===== src/hdl/sws_pkg.sv =====
// ----------------------------------------------------------------------------
// sws_pkg: shared types and constants of the stack with search
// Operation and status codes, field widths and the cell shift command.
// ----------------------------------------------------------------------------
package sws_pkg;

	localparam int OP_W     = 3;
	localparam int DATA_W   = 32;
	localparam int POS_W    = 5;
	localparam int STATUS_W = 2;

	typedef enum logic [OP_W-1:0] {
		OP_PUSH    = 3'd0,
		OP_POP     = 3'd1,
		OP_PEEK    = 3'd2,
		OP_SEARCH  = 3'd3,
		OP_DISPLAY = 3'd4
	} op_t;

	typedef enum logic [STATUS_W-1:0] {
		ST_OK        = 2'd0,
		ST_EMPTY     = 2'd1,
		ST_FULL      = 2'd2,
		ST_NOT_FOUND = 2'd3
	} status_t;

	// shift command broadcast to every cell of the chain
	typedef enum logic [1:0] {
		CELL_HOLD  = 2'd0,
		CELL_PUSH  = 2'd1,
		CELL_SHIFT = 2'd2
	} cell_op_t;

	typedef enum logic {
		S_IDLE = 1'b0,
		S_SCAN = 1'b1
	} state_t;

endpackage


===== src/hdl/sws_req_if.sv =====
// ----------------------------------------------------------------------------
// sws_req_if: request channel of the stack with search
// Valid/ready channel carrying one operation with its operands.
// ----------------------------------------------------------------------------
interface sws_req_if;
	logic                               valid;
	logic                               ready;
	logic [sws_pkg::OP_W-1:0]           operation;
	logic signed [sws_pkg::DATA_W-1:0]  push_value;
	logic signed [sws_pkg::DATA_W-1:0]  search_key;

	modport source (output valid, operation, push_value, search_key, input ready);
	modport sink   (input valid, operation, push_value, search_key, output ready);
endinterface


===== src/hdl/sws_rsp_if.sv =====
// ----------------------------------------------------------------------------
// sws_rsp_if: result channel of the stack with search
// Valid/ready channel carrying one result item.
// ----------------------------------------------------------------------------
interface sws_rsp_if;
	logic                               valid;
	logic                               ready;
	logic [sws_pkg::STATUS_W-1:0]       status;
	logic signed [sws_pkg::DATA_W-1:0]  value;
	logic [sws_pkg::POS_W-1:0]          position;
	logic                               last;

	modport source (output valid, status, value, position, last, input ready);
	modport sink   (input valid, status, value, position, last, output ready);
endinterface


===== src/hdl/sws_cell.sv =====
// ----------------------------------------------------------------------------
// sws_cell: one stack entry of the cell chain
// Holds a word, loads from the neighbor above on push, from below on shift.
// ----------------------------------------------------------------------------
module sws_cell (
	input  logic                              clk,
	input  sws_pkg::cell_op_t                 op,
	input  logic signed [sws_pkg::DATA_W-1:0] above,
	input  logic signed [sws_pkg::DATA_W-1:0] below,
	output logic signed [sws_pkg::DATA_W-1:0] data
);

	logic signed [sws_pkg::DATA_W-1:0] data_q;

	always_ff @(posedge clk) begin
		case (op)
			sws_pkg::CELL_PUSH:  data_q <= above;
			sws_pkg::CELL_SHIFT: data_q <= below;
			default:             data_q <= data_q;
		endcase
	end

	assign data = data_q;

endmodule


===== src/hdl/stack_with_search_top.sv =====
// ----------------------------------------------------------------------------
// stack_with_search_top: bounded LIFO stack of signed words with search
// Entries sit in a chain of cells, top entry in cell 0.
// ----------------------------------------------------------------------------
// Usage:
//   req carries one operation per request (push, pop, peek, search, display);
//   rsp returns the results, one per request except display, which returns
//   every held entry top first with last set on the bottom one, or one empty
//   result when none is held. Push, pop and peek: the result is registered
//   and shows on rsp the cycle after the request, and the next request is
//   taken at once unless rsp stalls. Search and display rotate the whole
//   chain once, DEPTH steps, through the top cell; the next request is taken
//   only after the rotation ends, and the search result is registered at the
//   end of that rotation.
//   Codes 5 to 7 are dropped with no result.
//   rsp holds one result register: while it holds a result that rsp does not
//   take, req.ready stays low and the rotation pauses.
//   Reset clears the entry count, so the stack comes up empty; no result is
//   pending after reset.
// ----------------------------------------------------------------------------
module stack_with_search_top #(
	parameter int DEPTH = 16
) (
	input  logic     clk,
	input  logic     arst_n,
	sws_req_if.sink  req,
	sws_rsp_if.source rsp
);

	localparam int CW = $clog2(DEPTH + 1);
	localparam int SW = $clog2(DEPTH);

	logic signed [sws_pkg::DATA_W-1:0] cell_data [DEPTH];
	sws_pkg::cell_op_t                 cell_op;

	sws_pkg::state_t                   state_q, state_d;
	logic [CW-1:0]                     count_q, count_d;
	logic [SW-1:0]                     step_q;
	logic                              search_q;
	logic signed [sws_pkg::DATA_W-1:0] key_q;
	logic                              found_q;
	logic [sws_pkg::POS_W-1:0]         pos_q;

	logic                              rsp_valid_q;
	sws_pkg::status_t                  rsp_status_q;
	logic signed [sws_pkg::DATA_W-1:0] rsp_value_q;
	logic [sws_pkg::POS_W-1:0]         rsp_pos_q;
	logic                              rsp_last_q;

	logic                              out_free;
	logic                              req_fire;
	logic                              scan_go;
	logic                              scan_end;
	logic                              in_range;
	logic                              hit;
	logic [CW-1:0]                     step_ext;
	logic [CW-1:0]                     step_p1;
	sws_pkg::op_t                      op;

	logic                              emit;
	sws_pkg::status_t                  e_status;
	logic signed [sws_pkg::DATA_W-1:0] e_value;
	logic [sws_pkg::POS_W-1:0]         e_pos;
	logic                              e_last;

	// cell chain: push enters at cell 0, shift moves toward cell 0 and wraps
	for (genvar k = 0; k < DEPTH; k++) begin : g_cell
		logic signed [sws_pkg::DATA_W-1:0] above;
		logic signed [sws_pkg::DATA_W-1:0] below;
		if (k == 0) begin : g_first
			assign above = req.push_value;
		end else begin : g_mid
			assign above = cell_data[k-1];
		end
		if (k == DEPTH - 1) begin : g_last
			assign below = cell_data[0];
		end else begin : g_nlast
			assign below = cell_data[k+1];
		end
		sws_cell u_cell (
			.clk   (clk),
			.op    (cell_op),
			.above (above),
			.below (below),
			.data  (cell_data[k])
		);
	end

	assign out_free = !rsp_valid_q || rsp.ready;
	assign req.ready = (state_q == sws_pkg::S_IDLE) && out_free;
	assign req_fire = req.valid && req.ready;
	assign op = sws_pkg::op_t'(req.operation);
	assign scan_go = (state_q == sws_pkg::S_SCAN) && out_free;
	assign scan_end = (step_q == SW'(DEPTH - 1));
	assign step_ext = CW'(step_q);
	assign step_p1 = step_ext + CW'(1);
	assign in_range = step_ext < count_q;
	assign hit = in_range && (cell_data[0] == key_q);

	always_comb begin
		state_d = state_q;
		unique case (state_q)
			sws_pkg::S_IDLE: begin
				if (req_fire && (op == sws_pkg::OP_SEARCH || op == sws_pkg::OP_DISPLAY)
				    && count_q != '0) begin
					state_d = sws_pkg::S_SCAN;
				end
			end
			sws_pkg::S_SCAN: begin
				if (scan_go && scan_end) begin
					state_d = sws_pkg::S_IDLE;
				end
			end
			default: state_d = sws_pkg::S_IDLE;
		endcase
	end

	always_comb begin
		cell_op  = sws_pkg::CELL_HOLD;
		count_d  = count_q;
		emit     = 1'b0;
		e_status = sws_pkg::ST_OK;
		e_value  = '0;
		e_pos    = '0;
		e_last   = 1'b1;
		unique case (state_q)
			sws_pkg::S_IDLE: begin
				if (req_fire) begin
					unique case (op)
						sws_pkg::OP_PUSH: begin
							emit = 1'b1;
							if (count_q == CW'(DEPTH)) begin
								e_status = sws_pkg::ST_FULL;
							end else begin
								cell_op = sws_pkg::CELL_PUSH;
								count_d = count_q + CW'(1);
							end
						end
						sws_pkg::OP_POP: begin
							emit = 1'b1;
							if (count_q == '0) begin
								e_status = sws_pkg::ST_EMPTY;
							end else begin
								e_value = cell_data[0];
								cell_op = sws_pkg::CELL_SHIFT;
								count_d = count_q - CW'(1);
							end
						end
						sws_pkg::OP_PEEK: begin
							emit = 1'b1;
							if (count_q == '0) begin
								e_status = sws_pkg::ST_EMPTY;
							end else begin
								e_value = cell_data[0];
							end
						end
						sws_pkg::OP_SEARCH, sws_pkg::OP_DISPLAY: begin
							if (count_q == '0) begin
								emit     = 1'b1;
								e_status = sws_pkg::ST_EMPTY;
							end
						end
						default: ;
					endcase
				end
			end
			sws_pkg::S_SCAN: begin
				if (scan_go) begin
					// rotate one step; after DEPTH steps the chain is back in place
					cell_op = sws_pkg::CELL_SHIFT;
					if (search_q) begin
						if (scan_end) begin
							emit = 1'b1;
							if (found_q) begin
								e_pos = pos_q;
							end else if (hit) begin
								e_pos = sws_pkg::POS_W'(step_p1);
							end else begin
								e_status = sws_pkg::ST_NOT_FOUND;
							end
						end
					end else if (in_range) begin
						emit    = 1'b1;
						e_value = cell_data[0];
						e_last  = (step_p1 == count_q);
					end
				end
			end
			default: ;
		endcase
	end

	always_ff @(posedge clk or negedge arst_n) begin
		if (!arst_n) begin
			state_q     <= sws_pkg::S_IDLE;
			count_q     <= '0;
			step_q      <= '0;
			found_q     <= 1'b0;
			rsp_valid_q <= 1'b0;
		end else begin
			state_q <= state_d;
			count_q <= count_d;
			if (req_fire) begin
				step_q  <= '0;
				found_q <= 1'b0;
			end else if (scan_go) begin
				step_q <= step_q + SW'(1);
				if (hit && !found_q) begin
					found_q <= 1'b1;
				end
			end
			if (emit) begin
				rsp_valid_q <= 1'b1;
			end else if (rsp.ready) begin
				rsp_valid_q <= 1'b0;
			end
		end
	end

	always_ff @(posedge clk) begin
		if (req_fire) begin
			search_q <= (op == sws_pkg::OP_SEARCH);
			key_q    <= req.search_key;
		end
		if (scan_go && hit && !found_q) begin
			pos_q <= sws_pkg::POS_W'(step_p1);
		end
		if (emit) begin
			rsp_status_q <= e_status;
			rsp_value_q  <= e_value;
			rsp_pos_q    <= e_pos;
			rsp_last_q   <= e_last;
		end
	end

	assign rsp.valid    = rsp_valid_q;
	assign rsp.status   = rsp_status_q;
	assign rsp.value    = rsp_value_q;
	assign rsp.position = rsp_pos_q;
	assign rsp.last     = rsp_last_q;

endmodule


===== src/flat_wrapper.sv =====
// flat-port wrapper written by rule: the top's interface ports become plain ports
module stack_with_search_top_flat 
#(
	parameter int DEPTH = 16
)
  (clk, arst_n, req_valid, req_operation, req_push_value, req_search_key, req_ready, rsp_valid, rsp_status, rsp_value, rsp_position, rsp_last, rsp_ready);
  sws_req_if req_i ();
  sws_rsp_if rsp_i ();
  input  logic clk;
  input  logic arst_n;
  input wire logic [$bits(req_i.valid)-1:0] req_valid;
  input wire logic [$bits(req_i.operation)-1:0] req_operation;
  input wire logic [$bits(req_i.push_value)-1:0] req_push_value;
  input wire logic [$bits(req_i.search_key)-1:0] req_search_key;
  output wire logic [$bits(req_i.ready)-1:0] req_ready;
  output wire logic [$bits(rsp_i.valid)-1:0] rsp_valid;
  output wire logic [$bits(rsp_i.status)-1:0] rsp_status;
  output wire logic [$bits(rsp_i.value)-1:0] rsp_value;
  output wire logic [$bits(rsp_i.position)-1:0] rsp_position;
  output wire logic [$bits(rsp_i.last)-1:0] rsp_last;
  input wire logic [$bits(rsp_i.ready)-1:0] rsp_ready;
  assign req_i.valid = req_valid;
  assign req_i.operation = req_operation;
  assign req_i.push_value = req_push_value;
  assign req_i.search_key = req_search_key;
  assign req_ready = req_i.ready;
  assign rsp_valid = rsp_i.valid;
  assign rsp_status = rsp_i.status;
  assign rsp_value = rsp_i.value;
  assign rsp_position = rsp_i.position;
  assign rsp_last = rsp_i.last;
  assign rsp_i.ready = rsp_ready;
  stack_with_search_top #(.DEPTH(DEPTH)) u_core (.clk(clk), .arst_n(arst_n), .req(req_i), .rsp(rsp_i));
endmodule

===== config.mk =====
export PLATFORM = sky130hd
export DESIGN_NAME = stack_with_search_top_flat
export DESIGN_NICKNAME = d
export VERILOG_FILES = /design/src/hdl/sws_pkg.sv /design/src/hdl/sws_req_if.sv /design/src/hdl/sws_rsp_if.sv /design/src/hdl/sws_cell.sv /design/src/hdl/stack_with_search_top.sv /design/src/flat_wrapper.sv
export SDC_FILE = /design/constraint.sdc
export NUM_CORES = 1
export LEC_CHECK = 0
export BUFFER_PORTS_ARGS = -buffer_cell sky130_fd_sc_hd__buf_2
export CORE_MARGIN = 5
export CORE_UTILIZATION = 35
export DETAILED_ROUTE_END_ITERATION = 8
export GPL_ROUTABILITY_DRIVEN = 0
export GPL_TIMING_DRIVEN = 0
export PLACE_DENSITY = 0.61
export SLEW_MARGIN = 30
export SYNTH_ARGS = -nofsm -noshare
export SYNTH_HDL_FRONTEND = slang
export SYNTH_SLANG_ARGS = --single-unit

===== constraint.sdc =====
create_clock -name clk -period 39.1 [get_ports clk]
set_clock_uncertainty 0.05 [all_clocks]
set_input_delay 1.955 -clock clk [delete_from_list [all_inputs] [get_ports clk]]
set_output_delay 1.955 -clock clk [all_outputs]
set_load 0.05 [all_outputs]

# Word level (Yosys, flattened, before mapping)
# Cells that the tools add are included.
dict set report totals {
  register_bits 602
  latchBits 0
  ramBits 0
  romBits 0
  input_bits 71
  mem_count 0
}
dict set report classes {
  add_sub_neg 4
  mul 0
  div 0
  n_lt_le_gt_ge 1
  eq_ne 12
  shift 0
  mux 62
  bitwise 3
  n_reduce_logical 30
}
# cell count
set op_table {}
lappend op_table {{32-bit one-hot mux with 2 select lines} 17}
lappend op_table {{32-bit two-way mux} 6}
lappend op_table {{32-bit equality test} 1}
lappend op_table {{2-bit two-way mux} 10}
lappend op_table {{5-bit two-way mux} 4}
lappend op_table {{2-bit one-hot mux with 2 select lines} 4}
lappend op_table {{1-bit two-way mux} 15}
lappend op_table {{1-bit logical AND} 10}
lappend op_table {{5-bit one-hot mux with 2 select lines} 1}
lappend op_table {{2-bit nonzero test} 5}
lappend op_table {{4-bit two-way mux} 2}
lappend op_table {{4-bit OR reduction} 2}
lappend op_table {{3-bit by 2-bit equality test with 1-bit output (second input constant)} 2}
lappend op_table {{1-bit one-hot mux with 2 select lines} 3}
lappend op_table {{4-bit by 1-bit adder with 5-bit output (second input constant)} 1}
lappend op_table {{5-bit by 1-bit adder with 5-bit output (second input constant)} 1}
lappend op_table {{5-bit equality test} 1}
lappend op_table {{5-bit equality test (second input constant)} 1}
lappend op_table {{5-bit zero test} 1}
lappend op_table {{4-bit by 5-bit less-than comparator with 1-bit output} 1}
lappend op_table {{5-bit AND reduction} 1}
lappend op_table {{5-bit nonzero test} 1}
lappend op_table {{5-bit by 1-bit subtractor with 5-bit output (second input constant)} 1}
lappend op_table {{4-bit by 1-bit adder with 4-bit output (second input constant)} 1}
lappend op_table {{14 further kinds} 20}

# Logic depth before layout (Yosys ltp)
dict set report logic_depth {
  ltp_word 8
  depth_mapped 10
}

# Hierarchy
# A second synthesis with hierarchy kept.
dict set report hier_totals {
  cells_unflattened 1426
  hier_area_um2 28456.0
}
# mod n_inst cells_each area_each_um2
set modules_own_cells {}
lappend modules_own_cells {sws_cell 16 71 1525.2}
lappend modules_own_cells {stack_with_search_top 1 290 4052.6}

# Worst setup path before layout
# OpenSTA, ideal clock, no wires.
dict set report synth_timing {
  kind {in2reg}
  start {input port req_operation[0]}
  end {register u_core.g_cell[0].u_cell.data_q, in the netlist u_core.g_cell[0].u_cell.data[0] (enable)}
  setup_ns 0.860
  t_arrival_ns 13.220
  slack_ns 24.969
  path_stages 6
  n_path_buf 1
  cell_sequence {clkbuf_1 -> nor3b_1 -> o211ai_1 -> a21oi_1 -> ha_1 -> inv_1}
}
dict set report synth_between {
  elab_chain_cells 6
  elab_cells_between_ends 8
  cone_classes {eq/ne: 3; mux: 3; reduce/logical: 2}
}
# element line_no
set synth_lines {}
lappend synth_lines {{from (decl)} flat_wrapper.sv:12} ;# input wire logic [$bits(req_i.operation)-1:0] req_operation;
lappend synth_lines {{3-bit by 1-bit equality test with 1-bit output or 3-bit zero test (tied branches)} stack_with_search_top.sv:129} ;# unique case (op)
lappend synth_lines {{2-bit one-hot mux with 2 select lines *} stack_with_search_top.sv:129}
lappend synth_lines {{2-bit two-way mux *} stack_with_search_top.sv:128} ;# if (req_fire) begin
lappend synth_lines {{2-bit one-hot mux with 2 select lines *} stack_with_search_top.sv:126} ;# unique case (state_q)
lappend synth_lines {{2-bit equality test or 2-bit by 1-bit equality test with 1-bit output (tied branches)} sws_cell.sv:16} ;# case (op)
lappend synth_lines {{2-bit nonzero test (no line) *} -}
lappend synth_lines {{to (signal assigned)} sws_cell.sv:17} ;# sws_pkg::CELL_PUSH: data_q <= above;
lappend synth_lines {{to (signal assigned)} sws_cell.sv:18} ;# sws_pkg::CELL_SHIFT: data_q <= below;
lappend synth_lines {{to (signal assigned)} sws_cell.sv:19} ;# default: data_q <= data_q;
lappend synth_lines {{to (decl)} sws_cell.sv:13} ;# logic signed [sws_pkg::DATA_W-1:0] data_q;
# Mark *: on every way between the ends. The rest lies on a longest branch, timed or not.
# A chain may end at the register's enable or synchronous reset.

# Worst setup path in the final report
dict set report layout_timing {
  start {input port req_operation[0]}
  end {register u_core.g_cell[1].u_cell.data_q, in the netlist u_core.g_cell[1].u_cell.data[5] (data pin)}
}
dict set report layout_between {
  elab_chain_cells 6
  elab_cells_between_ends 8
  cone_classes {eq/ne: 3; mux: 4; reduce/logical: 1}
}
# element line_no
set layout_lines {}
lappend layout_lines {{3-bit by 1-bit equality test with 1-bit output or 3-bit zero test (tied branches)} stack_with_search_top.sv:129}
lappend layout_lines {{2-bit one-hot mux with 2 select lines *} stack_with_search_top.sv:129}
lappend layout_lines {{2-bit two-way mux *} stack_with_search_top.sv:128}
lappend layout_lines {{2-bit one-hot mux with 2 select lines *} stack_with_search_top.sv:126}
lappend layout_lines {{2-bit equality test or 2-bit by 1-bit equality test with 1-bit output (tied branches)} sws_cell.sv:16}
lappend layout_lines {{32-bit one-hot mux with 2 select lines *} sws_cell.sv:16}
lappend layout_lines {{to (signal assigned)} sws_cell.sv:17}
lappend layout_lines {{to (signal assigned)} sws_cell.sv:18}
lappend layout_lines {{to (signal assigned)} sws_cell.sv:19}
lappend layout_lines {{to (decl)} sws_cell.sv:13}
# Marks and branches as above.

==> metrics.txt <==
leading register cell type out of synthesis edfxtp_1; CTS Buffer Depth 3; final hold slack 476 ps; total area of multi-input combinational cells 0.00709 mm²; maximum number of pins on one net before global-route repair 104; Post-CTS Setup Inserts 0; synthesized area 0.0254 mm²; max-slew violation count 0; number of buffers created by CTS 68; data required time of the critical path 39380 ps; ratio of final minimum period to clock period 0.138; Skew-Pair Late Insertion Delay 600 ps; complex-gate fraction of the synthesized area 0.0107; adder-cell share of the synthesized area 0.00521; first-pass GRT wire length 83.5 mm; sequential element share of the synthesized area 0.708; wire length on met3 2.69 mm; detailed-route vias per instance 4.97; termination of the worst setup path u_core.g_cell[1].u_cell.data[5]; Starting DRT DRC Count 872; uppermost metal layer occupied by signal nets met4; count of vias placed by the detailed router 12700; Detailed Route WL 55.1 mm; launch instance of the worst register-to-register path u_core.g_cell[0].u_cell.data[3]; Finish-stage setup viols 0; count of cells along the worst register-to-register path 5; Placed Instances 2438; arrival time of data at the critical path endpoint 5660 ps; RSZ-0062 raised after global routing false; count of buffers inserted at the top-level ports 109; H-tree depth reported by CTS 3; transition time at the pin with the least slew margin 987 ps; Reg area 0.0180 mm²; Slowest Stage Delay on Critical Path 840 ps; initial antenna violation count 4; hold buffer count at cts 0; maximum fanout along the worst path 10; Core Region 0.0717 mm²; main combinational cell family by area after synthesis multiplexers; Top delay family on crit path buffers and inverters; total track usage 0.139; number of maximum-capacitance constraint violations 0; Antenna diodes 0; Cell Area, Placed 0.0274 mm²; clock input transition at the sequential cells of the worst setup and hold paths 60 ps; critical setup path kind in -> reg; fill count 6392; post-route DRC violation count 0; CP cell instances clkbuf_1, nor3b_1, o211ai_1, a21oi_1, ha_1, clkbuf_1, clkbuf_1, buf_2, mux2_2; simple-gate portion of the synthesized area 0.0191; upper clock frequency limit 186 MHz; clock root buffer master clkbuf_16; logic depth of the worst path, buffers included 9; drt wl/cell 21.5 µm; number of sinks driven by the clock tree 602; post-route setup TNS 0 ps; first-pass iteration count of the detailed router 5; clock tree from TritonCTS done; FF+latch count, synth 602; launching element of the worst setup path req_operation[0]; category of the worst setup path launch point primary input; Crit path buffers/inverters 4; post-synthesis mux area share 0.227; synthesized instance count 1369; effective utilization at floorplan 0.355; Area growth, synth to finish 16.4%; result of the run finished clean; FFs w/ async S/R, synth 0.0199; Unique masters post-synth 41; xor and xnor fraction of the mapped netlist area 0.0158; number of enable-type register cells in the synthesized netlist 590; DIE AREA 0.0782 mm²; final hold violations 0; Final #Nets 1639; number of global-route vias before repair 13400; Final Critical Period 5380 ps; relative slew slack 0.341; Syn Area/Cell 18.6 µm²; fraction of final layout cells with drive strength greater than 1 0.488; final HPWL from detailed placement 36.7 mm; most used cell along the critical path clkbuf_1; number of warning messages in the yosys log 0; Resize count post-CTS 0; Final Instance Area 0.0296 mm²; R2R Setup Slk 35340 ps; final global-route overflow total 0; die height 280 µm; number of I/O pins 113; kind of end point of the critical path flip-flop; Post-Syn Nets 1450; capturing point of the worst reg2reg path u_core.pos_q[2]; wire length on met2 25.5 mm; met1 wire length 25.8 mm; Tightest Hold Check Type reg -> reg; Final Instance Count excl. Fillers 2558; remaining antenna violation count 0; number of cell rows 98; Slowest cell on crit path nor3b_1; x dimension of the die 280 µm
## registers in the layout, indices dropped and copies added (netlist names), 2 cells and up
register	cells
u_core.pos_q	5
u_core.rsp.value	32
u_core.rsp.position	5
u_core.key_q	32
u_core.g_cell.u_cell.data	512
u_core.count_q	5
u_core.rsp.status	2
u_core.step_q	4
## synthesized netlist by cell type (2+ instances only)
| master | number | area [µm²] |
|---|---|---|
| nor3_1 | 3 | 15.0 |
| clkbuf_2 | 3 | 15.0 |
| nor4_1 | 4 | 25.0 |
| nand4_1 | 9 | 56.3 |
| a21oi_1 | 4 | 20.0 |
| nand3_1 | 3 | 15.0 |
| nand2_1 | 16 | 60.1 |
| xnor2_1 | 40 | 350 |
| xor2_1 | 6 | 52.6 |
| nor2b_1 | 2 | 12.5 |
| mux2_2 | 512 | 5770 |
| edfxtp_1 | 590 | 17700 |
| ha_1 | 9 | 113 |
| dfrtp_1 | 12 | 300 |
| a21o_1 | 3 | 22.5 |
| o31ai_1 | 5 | 37.5 |
| nor2_1 | 6 | 22.5 |
| o21a_1 | 2 | 15.0 |
| inv_1 | 13 | 48.8 |
| buf_2 | 49 | 245 |
| o21ai_0 | 10 | 50.1 |
| clkbuf_1 | 14 | 52.6 |
| and2_1 | 33 | 206 |
| and3_1 | 2 | 12.5 |
| nand2b_1 | 3 | 18.8 |
## worst min path at each step
| stage | from | end | slack (ps) | depth (start not counted) |
|---|---|---|---|---|
| 2_1_floorplan | u_core.pos_q[0] | u_core.rsp.position[0] | 440 | 2 |
| 3_3_place_gp | u_core.pos_q[2] | u_core.rsp.position[2] | 470 | 1 |
| 3_5_place_dp | u_core.pos_q[3] | u_core.rsp.position[3] | 470 | 2 |
| 4_1_cts | u_core.pos_q[3] | u_core.rsp.position[3] | 480 | 2 |
| 5_1_grt | u_core.pos_q[3] | u_core.rsp.position[3] | 510 | 2 |
| 6_report | u_core.pos_q[3] | u_core.rsp.position[3] | 480 | 2 |
## cell type report
class,instances,share of cell area
Timing Repair Buffer,119,0.0262
Buffer,66,0.0106
Sequential cell,602,0.608
Inverter,13,0.00190
Clock buffer,90,0.0624
Clock inverter,30,0.0110
Tap cell,950,0.0401
Multi-Input combinational cell,688,0.240
## cell families (layout without fill, tap and decap cells)
kind of cell	Yosys count	after routing
buffers and inverters	79	318
muxes	512	512
adders and majority gates	10	10
xor gates and xnor gates	46	46
DFF	602	602
and+or+nand+nor	85	85
AOI/OAI and AO/OA	35	35
## cells in the final DEF (no fill, tap or decap), types with 3 or more instances in the layout
| cell type | netlist | routed |
|---|---|---|
| nand2_1 | 16 | 16 |
| nor2_1 | 6 | 6 |
| nand3_1 | 3 | 3 |
| bufinv_16 | 0 | 6 |
| a21oi_1 | 4 | 4 |
| mux2_2 | 512 | 512 |
| xor2_1 | 6 | 6 |
| clkinv_1 | 0 | 9 |
| edfxtp_1 | 590 | 590 |
| nand4_1 | 9 | 9 |
| clkinv_2 | 0 | 8 |
| clkbuf_2 | 3 | 3 |
| xnor2_1 | 40 | 39 |
| a21o_1 | 3 | 3 |
| clkbuf_1 | 14 | 33 |
| ha_1 | 9 | 9 |
| nor4_1 | 4 | 4 |
| nor3_1 | 3 | 3 |
| o21ai_0 | 10 | 10 |
| clkbuf_16 | 0 | 71 |
| and2_1 | 33 | 33 |
| clkinvlp_4 | 0 | 3 |
| inv_1 | 13 | 11 |
| dfrtp_1 | 12 | 12 |
| buf_16 | 0 | 7 |
| nand2b_1 | 3 | 3 |
| o31ai_1 | 5 | 5 |
| buf_2 | 49 | 158 |
## through the flow
stage | setup WS, ps | util
after global placement | 21240 | 0.379
after CTS | 33680 | 0.413
after floorplan | 24970 | -
final | 33720 | 0.413
after global routing | 33520 | 0.413
after detailed placement | 33070 | 0.382
## worst reg2reg max path, cell delays in order (launching register included)
cell	delay (ps)
edfxtp_1	520
xnor2_2	490
nand4_1	410
nor4_1	860
o311ai_2	430
nor3_1	640
## routing by layer
layer | global-route usage | vias to the layer above
met5 | 0 | -
met4 | 0.0375 | 0
met3 | 0.0295 | 72
met2 | 0.219 | 270
met1 | 0.196 | 6644
li1 | - | 5737
Power is not shown: default switching activity piles up to over one toggle a cycle in this logic, so the estimate is an artifact.
